## config.mk

```make
export PLATFORM = sky130hd
export DESIGN_NAME = json_escape_crc32_stream
export DESIGN_NICKNAME = d
export VERILOG_FILES = /design/src/design/jecs_pkg.sv /design/src/design/jecs_crc_update.sv /design/src/design/json_escape_crc32_stream.sv
export SDC_FILE = /design/constraint.sdc
export NUM_CORES = 1
export LEC_CHECK = 0
export BUFFER_PORTS_ARGS = -buffer_cell sky130_fd_sc_hd__buf_2
export CORE_AREA = 2 2 108 189
export CTS_BUF_LIST = sky130_fd_sc_hd__clkbuf_16
export CTS_CLUSTER_DIAMETER = 120
export DETAILED_ROUTE_END_ITERATION = 8
export DIE_AREA = 0 0 110 191
export PLACE_DENSITY_LB_ADDON = 0.08
export SLEW_MARGIN = 10
export SYNTH_ARGS = -nofsm -noshare
export SYNTH_HDL_FRONTEND = slang
export SYNTH_SLANG_ARGS = --single-unit
```

## constraint.sdc

```tcl
create_clock -name clock -period 9.95 [get_ports clock]
set_input_delay 0.995 -clock clock [delete_from_list [all_inputs] [get_ports clock]]
set_output_delay 0.995 -clock clock [all_outputs]
set_load 0.05 [all_outputs]
```

## src/design/jecs_pkg.sv

```systemverilog
`timescale 1ns / 1ps
// ---------------------------------------------------------------------------
// jecs_pkg
// Types, constants and the byte-wise CRC-32 fold shared by the JSON escape
// CRC-32 stream block.
// ---------------------------------------------------------------------------
package jecs_pkg;

   // Reflected IEEE 802.3 polynomial and the all-ones seed / final mask.
   localparam logic [31:0] CRC_POLY = 32'hEDB8_8320;
   localparam logic [31:0] CRC_ONES = 32'hFFFF_FFFF;

   // Characters used by the JSON string escapes.
   localparam logic [7:0] CHR_QUOTE     = 8'h22;
   localparam logic [7:0] CHR_BACKSLASH = 8'h5C;
   localparam logic [7:0] CHR_BS        = 8'h08;
   localparam logic [7:0] CHR_FF        = 8'h0C;
   localparam logic [7:0] CHR_LF        = 8'h0A;
   localparam logic [7:0] CHR_CR        = 8'h0D;
   localparam logic [7:0] CHR_TAB       = 8'h09;
   localparam logic [7:0] CHR_NUL       = 8'h00;
   localparam logic [7:0] CHR_LOW_B     = 8'h62;
   localparam logic [7:0] CHR_LOW_F     = 8'h66;
   localparam logic [7:0] CHR_LOW_N     = 8'h6E;
   localparam logic [7:0] CHR_LOW_R     = 8'h72;
   localparam logic [7:0] CHR_LOW_T     = 8'h74;
   localparam logic [7:0] CHR_LOW_U     = 8'h75;
   localparam logic [7:0] CHR_ZERO      = 8'h30;

   // One input item as held in the input register.
   typedef struct packed {
      logic       restart;
      logic       escape_mode;
      logic [7:0] data_byte;
   } jecs_item_type;

   // Folds one byte into a reflected CRC, one bit per step.
   function automatic logic [31:0] crc_fold_byte(input logic [31:0] crc_in,
                                                 input logic [7:0]  data);
      logic [31:0] crc;
      crc = crc_in ^ {24'h000000, data};
      for (int k = 0; k < 8; k++) begin
         crc = (crc >> 1) ^ (crc[0] ? CRC_POLY : 32'h0000_0000);
      end
      return crc;
   endfunction

endpackage

```

## src/design/jecs_crc_update.sv

```systemverilog
`timescale 1ns / 1ps
// ---------------------------------------------------------------------------
// jecs_crc_update
// Expands one byte as a JSON string character when asked and folds the
// resulting one, two or six bytes into the running CRC in a single pass.
// ---------------------------------------------------------------------------
module jecs_crc_update
   import jecs_pkg::*;
(
   input  logic [31:0]   crc_cur,
   input  jecs_item_type item,
   output logic [31:0]   crc_next
);

   logic [7:0]  tag;
   logic        has_tag;
   logic        is_nul;
   logic [31:0] crc_base;
   logic [7:0]  first_byte;
   logic [7:0]  second_byte;
   logic [31:0] fold_1;
   logic [31:0] fold_2;
   logic [31:0] fold_3;
   logic [31:0] fold_4;
   logic [31:0] fold_5;
   logic [31:0] fold_6;

   // Escape decoder: the character that follows the backslash.
   always_comb begin
      has_tag = 1'b1;
      unique case (item.data_byte)
         CHR_QUOTE:     tag = CHR_QUOTE;
         CHR_BACKSLASH: tag = CHR_BACKSLASH;
         CHR_BS:        tag = CHR_LOW_B;
         CHR_FF:        tag = CHR_LOW_F;
         CHR_LF:        tag = CHR_LOW_N;
         CHR_CR:        tag = CHR_LOW_R;
         CHR_TAB:       tag = CHR_LOW_T;
         default: begin
            tag     = CHR_NUL;
            has_tag = 1'b0;
         end
      endcase
   end

   assign is_nul = (item.data_byte == CHR_NUL);

   // A restart seeds the CRC before the first byte of this item.
   assign crc_base = item.restart ? CRC_ONES : crc_cur;

   // Byte sequence: backslash leads every escape; a zero byte becomes \u0000.
   assign first_byte  = (item.escape_mode && (has_tag || is_nul)) ? CHR_BACKSLASH
                                                                  : item.data_byte;
   assign second_byte = is_nul ? CHR_LOW_U : tag;

   // Fold chain over the longest expansion.
   assign fold_1 = crc_fold_byte(crc_base, first_byte);
   assign fold_2 = crc_fold_byte(fold_1, second_byte);
   assign fold_3 = crc_fold_byte(fold_2, CHR_ZERO);
   assign fold_4 = crc_fold_byte(fold_3, CHR_ZERO);
   assign fold_5 = crc_fold_byte(fold_4, CHR_ZERO);
   assign fold_6 = crc_fold_byte(fold_5, CHR_ZERO);

   // Pick the tap that matches the length of the expansion.
   always_comb begin
      if (!item.escape_mode) begin
         crc_next = fold_1;
      end else if (has_tag) begin
         crc_next = fold_2;
      end else if (is_nul) begin
         crc_next = fold_6;
      end else begin
         crc_next = fold_1;
      end
   end

endmodule

```

## src/design/json_escape_crc32_stream.sv

```systemverilog
`timescale 1ns / 1ps
// ---------------------------------------------------------------------------
// json_escape_crc32_stream
// Running reflected CRC-32 over a byte stream, with optional JSON string
// escaping of each byte; every transaction returns the checksum so far.
// ---------------------------------------------------------------------------
//
//   channel   direction  tdata                 tuser
//   req_      in         [7:0] data_byte       [0] escape_mode, [1] restart
//   rsp_      out        [31:0] checksum       -
//
// One transaction per cycle is sustained while the output is not stalled; a
// result is offered once its request has passed the input register and the
// result register. The CRC update of up to six expanded bytes sits
// between the input register and the result register, and the CRC register
// closes the loop in the same cycle.
// Reset (synchronous) empties both stages and seeds the CRC with all ones.
// A stalled output holds its result while the input stage still takes one
// more transaction.
// ---------------------------------------------------------------------------
module json_escape_crc32_stream
   import jecs_pkg::*;
(
   input  logic        clock,
   input  logic        reset,
   // Request channel.
   input  logic        req_tvalid,
   output logic        req_tready,
   input  logic [7:0]  req_tdata,   // [7:0] data_byte
   input  logic [1:0]  req_tuser,   // [0] escape_mode, [1] restart
   // Response channel.
   output logic        rsp_tvalid,
   input  logic        rsp_tready,
   output logic [31:0] rsp_tdata    // [31:0] checksum
);

   logic          in_valid_ff;
   logic          in_valid_in;
   jecs_item_type in_item_ff;
   logic [31:0]   crc_ff;
   logic [31:0]   crc_in;
   logic          out_valid_ff;
   logic          out_valid_in;
   logic [31:0]   out_sum_ff;
   logic          advance;
   logic          req_take;
   logic [31:0]   crc_update;

   // The result stage moves whenever it is empty or being drained.
   assign advance    = !out_valid_ff || rsp_tready;
   assign req_tready = !in_valid_ff || advance;
   assign req_take   = req_tvalid && req_tready;

   // Escape expansion and CRC fold for the item in the input register.
   jecs_crc_update u_crc_update (
      .crc_cur  (crc_ff),
      .item     (in_item_ff),
      .crc_next (crc_update)
   );

   // Next-state logic for the valid flags and the CRC register.
   always_comb begin
      in_valid_in  = in_valid_ff;
      out_valid_in = out_valid_ff;
      crc_in       = crc_ff;
      if (advance) begin
         out_valid_in = in_valid_ff;
         in_valid_in  = 1'b0;
         if (in_valid_ff) begin
            crc_in = crc_update;
         end
      end
      if (req_take) begin
         in_valid_in = 1'b1;
      end
   end

   // Control state.
   always_ff @(posedge clock) begin
      if (reset) begin
         in_valid_ff  <= 1'b0;
         out_valid_ff <= 1'b0;
         crc_ff       <= CRC_ONES;
      end else begin
         in_valid_ff  <= in_valid_in;
         out_valid_ff <= out_valid_in;
         crc_ff       <= crc_in;
      end
   end

   // Payload registers.
   always_ff @(posedge clock) begin
      if (req_take) begin
         in_item_ff <= '{restart:     req_tuser[1],
                         escape_mode: req_tuser[0],
                         data_byte:   req_tdata};
      end
      if (advance && in_valid_ff) begin
         out_sum_ff <= crc_update ^ CRC_ONES;
      end
   end

   assign rsp_tvalid = out_valid_ff;
   assign rsp_tdata  = out_sum_ff;

endmodule

```

==> metrics.md, run 1 <==
| Metric | Value |
|---|---|
| Outcome | `complete, no violations` |
| EDFF count, synth | `42` |
| Reg clk slew, reported paths | `roughly 0.06 ns` |
| RSZ-0062 raised after global routing | `no` |
| Synth Cell Area | `between 9000 and 10000 sq um` |
| Drt total wl | `34400 microns` |
| Post-synth cell types | `77` |
| Synth Area in Adders | `0` |
| Synth warnings | `0` |
| Number of clock sinks | `76` |
| Fin Setup TNS | `0 ns` |
| Max-slew violations | `0` |
| Mux contribution to synthesized area | `0.00312` |
| Simple-gate share of the synthesized area | `0.0923` |
| Share of layout cells above drive strength 1 | `0.134` |
| Area of the die | `approximately 21000 sq um` |
| Maximum clock frequency | `128 MHz` |
| Drt pass-1 iters | `5` |
| Synthesized net count | `just over 900` |
| I/O Buffers | `between 40 and 50` |
| Largest family of logic cells by synthesized area | `XOR/XNOR gates` |
| Die width | `between 100 and 150 microns` |
| Final std cells w/o fill | `roughly 1200` |
| Core Region | `19500 sq um` |
| Vias in the first global route | `roughly 7200` |
| Compound-cell area share of the yosys netlist | `0.104` |
| Max-slew headroom | `0.293` |
| Setup crit end kind | `flip-flop` |
| Layout Skew | `0.0151 ns` |
| Final min period | `about 7.8 ns` |
| Clk_lat worst skew | `0.34 ns` |
| Placed Cells incl. Taps | `around 1200` |
| Max-cap viol count | `0` |
| GRT Total Usage | `0.337` |
| Io pins | `48` |
| Dpl hpwl | `28100 microns` |
| # setup viols final | `0` |
| Hold buffers post-CTS | `0` |
| Rows | `68` |
| CP Max Fanout | `21` |
| Worst EP required | `9.97 ns` |
| Least-Margin Pin Slew | `1.05 ns` |
| Routed Antenna Nets | `0` |
| Main synth FF type | `edfxtp_1` |
| Worst min path class | `flip-flop to flip-flop` |
| CTS root buffer | `clkbuf_16` |
| Post-synthesis sequential area ratio | `0.202` |
| CTS Buf Count | `9` |
| CTS-repair resized insts | `0` |
| Fillers | `1784` |
| Initial core utilization | `0.494` |
| Vias | `7061` |
| WS Path Type | `flip-flop to flip-flop` |
| Avg Cell Area, Syn | `between 10 and 15 sq um` |
| NumNets Final | `940` |
| Mapped Cells | `between 900 and 1000` |
| Minimum hold slack | `between 0.4 and 0.5 ns` |
| Diode count | `0` |
| CTS tree | `built` |
| DR iter-0 viols | `663` |
| Post-CTS setup buffer count | `0` |
| Xor and xnor fraction of the mapped netlist area | `0.574` |
| Startpoint Class | `flip-flop` |
| Synth Register Bits | `76` |
| Residual DRC count | `0` |
| Antenna violations before repair | `0` |
| Fin util | `0.529` |
| H-tree Lvls | `3` |
| Area Overhead vs Synth | `7.11%` |
| First-pass GRT wire length | `~50000 microns` |
| Hold Fails Final Rpt | `0` |
| Placer Congestion | `roughly 0.98` |
| Total congestion overflow | `0` |
| Die H | `between 150 and 200 microns` |
| WP data arrival | `slightly below 8 ns` |
| Post-synth ARST share | `0` |
| Avg WL per Cell | `29.2 microns` |
| Tcrit/Tclk final | `0.784` |
| Post-DR vias/cell | `6.00` |
| Clock Path Buffers | `2` |
| Largest net degree at the start of global routing | `55` |
-- cell type report --
class                   count  area (sq um)  area share
clock buffers               9           225      0.0218
clock inverters             7          80.1     0.00777
inverters                   4          15.0     0.00146
multi-input cells         781          7450       0.723
flip-flops and latches     76          1940       0.188
well taps                 245           307      0.0297
repair buffers             54           288      0.0279
-- metal layers --
| metal | GRT usage | vias up | wire length, microns |
|---|---|---|---|
| li1 | - | 3168 | - |
| met1 | 0.347 | 3411 | 11500 |
| met2 | 0.591 | 338 | 17900 |
| met3 | 0.0368 | 144 | 1300 |
| met4 | 0.281 | 0 | 3660 |
| met5 | 0 | - | 0 |
-- cells in the mapped netlist (4+ instances only) --
library cell / n / share of area
nor2b_1: 5 / 0.0033
inv_1: 4 / 0.0016
a21oi_1: 23 / 0.012
nand3_1: 11 / 0.0057
o21ai_0: 23 / 0.012
xnor2_4: 9 / 0.026
nor2_1: 69 / 0.027
o22ai_1: 6 / 0.0039
and2_1: 4 / 0.0026
xor3_1: 7 / 0.017
nand4b_1: 4 / 0.0036
a221oi_1: 10 / 0.0091
a211oi_1: 5 / 0.0039
xnor3_1: 67 / 0.16
xor2_2: 4 / 0.0068
xor2_1: 96 / 0.087
nor3_1: 9 / 0.0047
clkbuf_1: 31 / 0.012
nand4_1: 4 / 0.0026
o221ai_1: 8 / 0.0073
a21o_1: 5 / 0.0039
buf_1: 4 / 0.0016
edfxtp_1: 42 / 0.13
a22oi_1: 6 / 0.0047
o211ai_1: 13 / 0.010
dfxtp_1: 34 / 0.071
nand2_1: 39 / 0.015
nand2b_1: 8 / 0.0052
xnor2_1: 252 / 0.23
o21ai_1: 12 / 0.0062
xnor3_2: 8 / 0.020
xnor2_2: 12 / 0.020
buf_2: 11 / 0.0057
-- kinds of logic (layout without fill, tap and decap cells) --
| logic type | after synthesis | in the layout |
|---|---|---|
| AO/OA/AOI/OAI | 140 | 140 |
| XOR/XNOR | 459 | 459 |
| buffers and inverters | 54 | 74 |
| AND/OR/NAND/NOR | 179 | 179 |
| multiplexers | 3 | 3 |
| flip-flops | 76 | 76 |
-- registers in the layout (all words and copies together), names as in the netlist --
signal / cells
in_valid_ff: 1
crc_ff: 32
rsp_tvalid: 1
rsp_tdata: 32
in_item_ff: 10
-- cells in the final DEF (no fill, tap or decap), drive strengths merged, types with 6 or more instances in the layout --
master    n
o211ai   13
o22ai     6
xnor3    75
xor3     10
o221ai    8
inv       7
nand2b    8
nor2     70
nor3     11
o21ai    35
nand3    11
clkbuf    9
edfxtp   42
xnor2   273
buf      54
a21oi    24
nand2    39
dfxtp    34
xor2    101
a221oi   10
a22oi     6
-- stage by stage --
| step | setup WS (ns) | instance area [sq um] |
|---|---|---|
| global route | 1.84 | 10300 |
| CTS | 2.29 | 10300 |
| floorplan | 4.21 | 9620 |
| detailed placement | 2.36 | 10000 |
| global placement | 2.38 | 10000 |
| finish | 2.15 | 10300 |
-- path summary, 6_finish.rpt --
path                                         startpoint                 endpoint  slack, ns  cells past startpoint
worst min register to register  crc_ff[13]$_SDFFE_PP1P_  crc_ff[13]$_SDFFE_PP1P_       0.49                      2
worst max register to register  in_item_ff[4]$_DFFE_PP_  rsp_tdata[13]$_DFFE_PP_       2.15                     15
worst max-delay path            in_item_ff[4]$_DFFE_PP_  rsp_tdata[13]$_DFFE_PP_       2.15                     15
worst min-delay path            crc_ff[13]$_SDFFE_PP1P_  crc_ff[13]$_SDFFE_PP1P_       0.49                      2
-- worst max-delay path, cell delays in order, from the launching register on --
cell and delay, ns:
edfxtp_1 0.75, nor4_1 0.63, nand4_1 0.26, nand3b_1 0.25, mux2i_1 0.35, xnor2_1 0.27
xnor2_1 0.89, xnor3_1 0.40, xnor2_1 0.73, xnor3_1 0.61, xnor3_1 0.55, xnor2_2 0.34
xor2_2 0.46, xnor3_1 0.51, xnor2_1 0.29, o21ai_1 0.19
Power of run 1 is not shown: default switching activity piles up to over one toggle a cycle in this logic, so the estimate is an artifact.
==> inputs of run 2 (changes only) <==
Clock period 9.95 ns to 7.18 ns, I/O delays scaled along.
==> metrics.md, run 2 (same netlist as run 1, synthesis figures left out) <==
| Metric | Value |
|---|---|
| Outcome | `complete, no violations (unchanged)` |
| Total congestion overflow | `0 (unchanged)` |
| Avg WL per Cell | `28.9 microns (was 29.2 microns)` |
| Most common cell after layout, fill and taps aside | `xnor2_1 (unchanged)` |
| H-tree Lvls | `3 (unchanged)` |
| Fin Setup TNS | `0 ns (unchanged)` |
| Routed Antenna Nets | `0 (unchanged)` |
| Vias | `7538 (was 7061)` |
| Core Region | `19500 sq um (unchanged)` |
| Drt total wl | `36500 microns (was 34400 microns)` |
| Io pins | `48 (unchanged)` |
| Drt pass-1 iters | `5 (unchanged)` |
| Antenna violations before repair | `1 (was 0)` |
| Post-route cell area | `11000 sq um (was 10300 sq um)` |
| Startpoint Class | `flip-flop (unchanged)` |
| Commonest cells after routing, fill and taps aside | `xnor2_1 (252), xor2_1 (96), buf_4 (94) (was xnor2_1 (252), xor2_1 (96), nor2_1 (68))` |
| Final min period | `6.76 ns (was 7.80 ns)` |
| DR iter-0 viols | `720 (was 663)` |
| Vias in the first global route | `7913 (was 7232)` |
| Hold Fails Final Rpt | `0 (unchanged)` |
| Max-slew headroom | `0.281 (was 0.293)` |
| Reg clk slew, reported paths | `0.06 ns (about the same)` |
| Max-cap viol count | `0 (unchanged)` |
| WS Path Type | `flip-flop to flip-flop (unchanged)` |
| Dpl hpwl | `30100 microns (was 28100 microns)` |
| Minimum hold slack | `0.478 ns (was 0.486 ns)` |
| Worst EP required | `7.40 ns (was 9.97 ns)` |
| CTS tree | `built (unchanged)` |
| Residual DRC count | `0 (unchanged)` |
| Initial core utilization | `0.494 (unchanged)` |
| Tcrit/Tclk final | `0.942 (was 0.784)` |
| Placer Congestion | `1.03 (was 0.975)` |
| # setup viols final | `0 (unchanged)` |
| Min-Delay Startpoint | `crc_ff[14]$_SDFFE_PP1P_ (was crc_ff[13]$_SDFFE_PP1P_)` |
| Maximum clock frequency | `148 MHz (was 128 MHz)` |
| Die width | `110 microns (unchanged)` |
| CP Max Fanout | `15 (was 21)` |
| Max-slew violations | `0 (unchanged)` |
| Number of clock sinks | `76 (unchanged)` |
| CTS-repair resized insts | `0 (unchanged)` |
| First-pass GRT wire length | `53000 microns (was 49500 microns)` |
| GRT Total Usage | `0.360 (was 0.337)` |
| Post-DR vias/cell | `5.97 (was 6.00)` |
| Area of the die | `21000 sq um (unchanged)` |
| Rows | `68 (unchanged)` |
| NumNets Final | `1027 (was 940)` |
| Area Overhead vs Synth | `13.8% (was 7.11%)` |
| Clock Path Buffers | `2 (unchanged)` |
| Clk_lat worst skew | `0.34 ns (about the same)` |
| Layout Skew | `0.0147 ns (was 0.0151 ns)` |
| Largest net degree at the start of global routing | `55 (unchanged)` |
| Least-Margin Pin Slew | `1.08 ns (was 1.05 ns)` |
| Share of layout cells above drive strength 1 | `0.207 (was 0.134)` |
| Die H | `191 microns (unchanged)` |
| WP data arrival | `6.99 ns (was 7.83 ns)` |
| Worst min path class | `flip-flop to flip-flop (unchanged)` |
| Setup crit end kind | `flip-flop (unchanged)` |
| Diode count | `0 (unchanged)` |
| Placement Cell Area | `10600 sq um (was 10000 sq um)` |
| Reg2reg start | `in_item_ff[5]$_DFFE_PP_ (was in_item_ff[4]$_DFFE_PP_)` |
| RSZ-0062 raised after global routing | `no (unchanged)` |
| I/O Buffers | `47 (unchanged)` |
| CTS root buffer | `clkbuf_16 (unchanged)` |
| Worst setup startpoint | `in_item_ff[5]$_DFFE_PP_ (was in_item_ff[4]$_DFFE_PP_)` |
| Reg2Reg Setup Slack | `0.42 ns (was 2.15 ns)` |
| CTS Buf Count | `9 (unchanged)` |
-- run 2: final timing paths --
| path | end | cells past startpoint |
|---|---|---|
| min | crc_ff[14]$_SDFFE_PP1P_ | 2 |
| max reg2reg | crc_ff[2]$_SDFFE_PP1P_ | 18 |
| min reg2reg | crc_ff[14]$_SDFFE_PP1P_ | 2 |
| max | crc_ff[2]$_SDFFE_PP1P_ | 18 |
-- run 2: final cells by class --
type                    count  area [sq um]
fillers                  1763          8530
multi-input cells         781          7450
flip-flops and latches     76          1940
repair buffers            141           941
well taps                 245           307
clock buffers               9           225
clock inverters             7          72.6
inverters                   4          15.0
-- run 2: critical path, stage by stage (launching register included) --
cell	delay, ns
edfxtp_1	0.64
nor2_1	0.32
nand2_1	0.16
o31ai_1	0.49
a2111oi_0	0.13
buf_4	0.18
a2111o_1	0.58
xor2_1	0.26
xnor2_1	0.46
buf_4	0.23
xnor3_1	0.38
xor3_2	0.55
xnor3_1	0.47
xnor2_1	0.43
xnor3_1	0.42
xnor2_1	0.16
a222oi_1	0.45
a21oi_1	0.12
or2_1	0.22
-- run 2: per-layer routing --
layer	GRT usage	wire (microns)	vias to the layer above
met4	0.343	4280	2
met3	0.0430	1520	161
met1	0.350	11600	3670
met2	0.632	19100	367
li1	-	-	3338
met5	0	10	-
-- run 2: timing repair --
action,CTS,global route
buffers inserted,0,4
endpoints found under the setup margin,0,1
hold buffers,0,0
-- run 2: stage by stage --
step / std cells / setup slack (ns) / util
3_3_place_gp: 1243 / 0.452 / 0.545
6_report: 1263 / 0.415 / 0.562
5_1_grt: 1263 / 0.0992 / 0.562
4_1_cts: 1259 / 0.358 / 0.561
2_1_floorplan: 911 / 1.44 / -
3_5_place_dp: 1243 / 0.390 / 0.545
Power of run 2 is left out for the same reason.
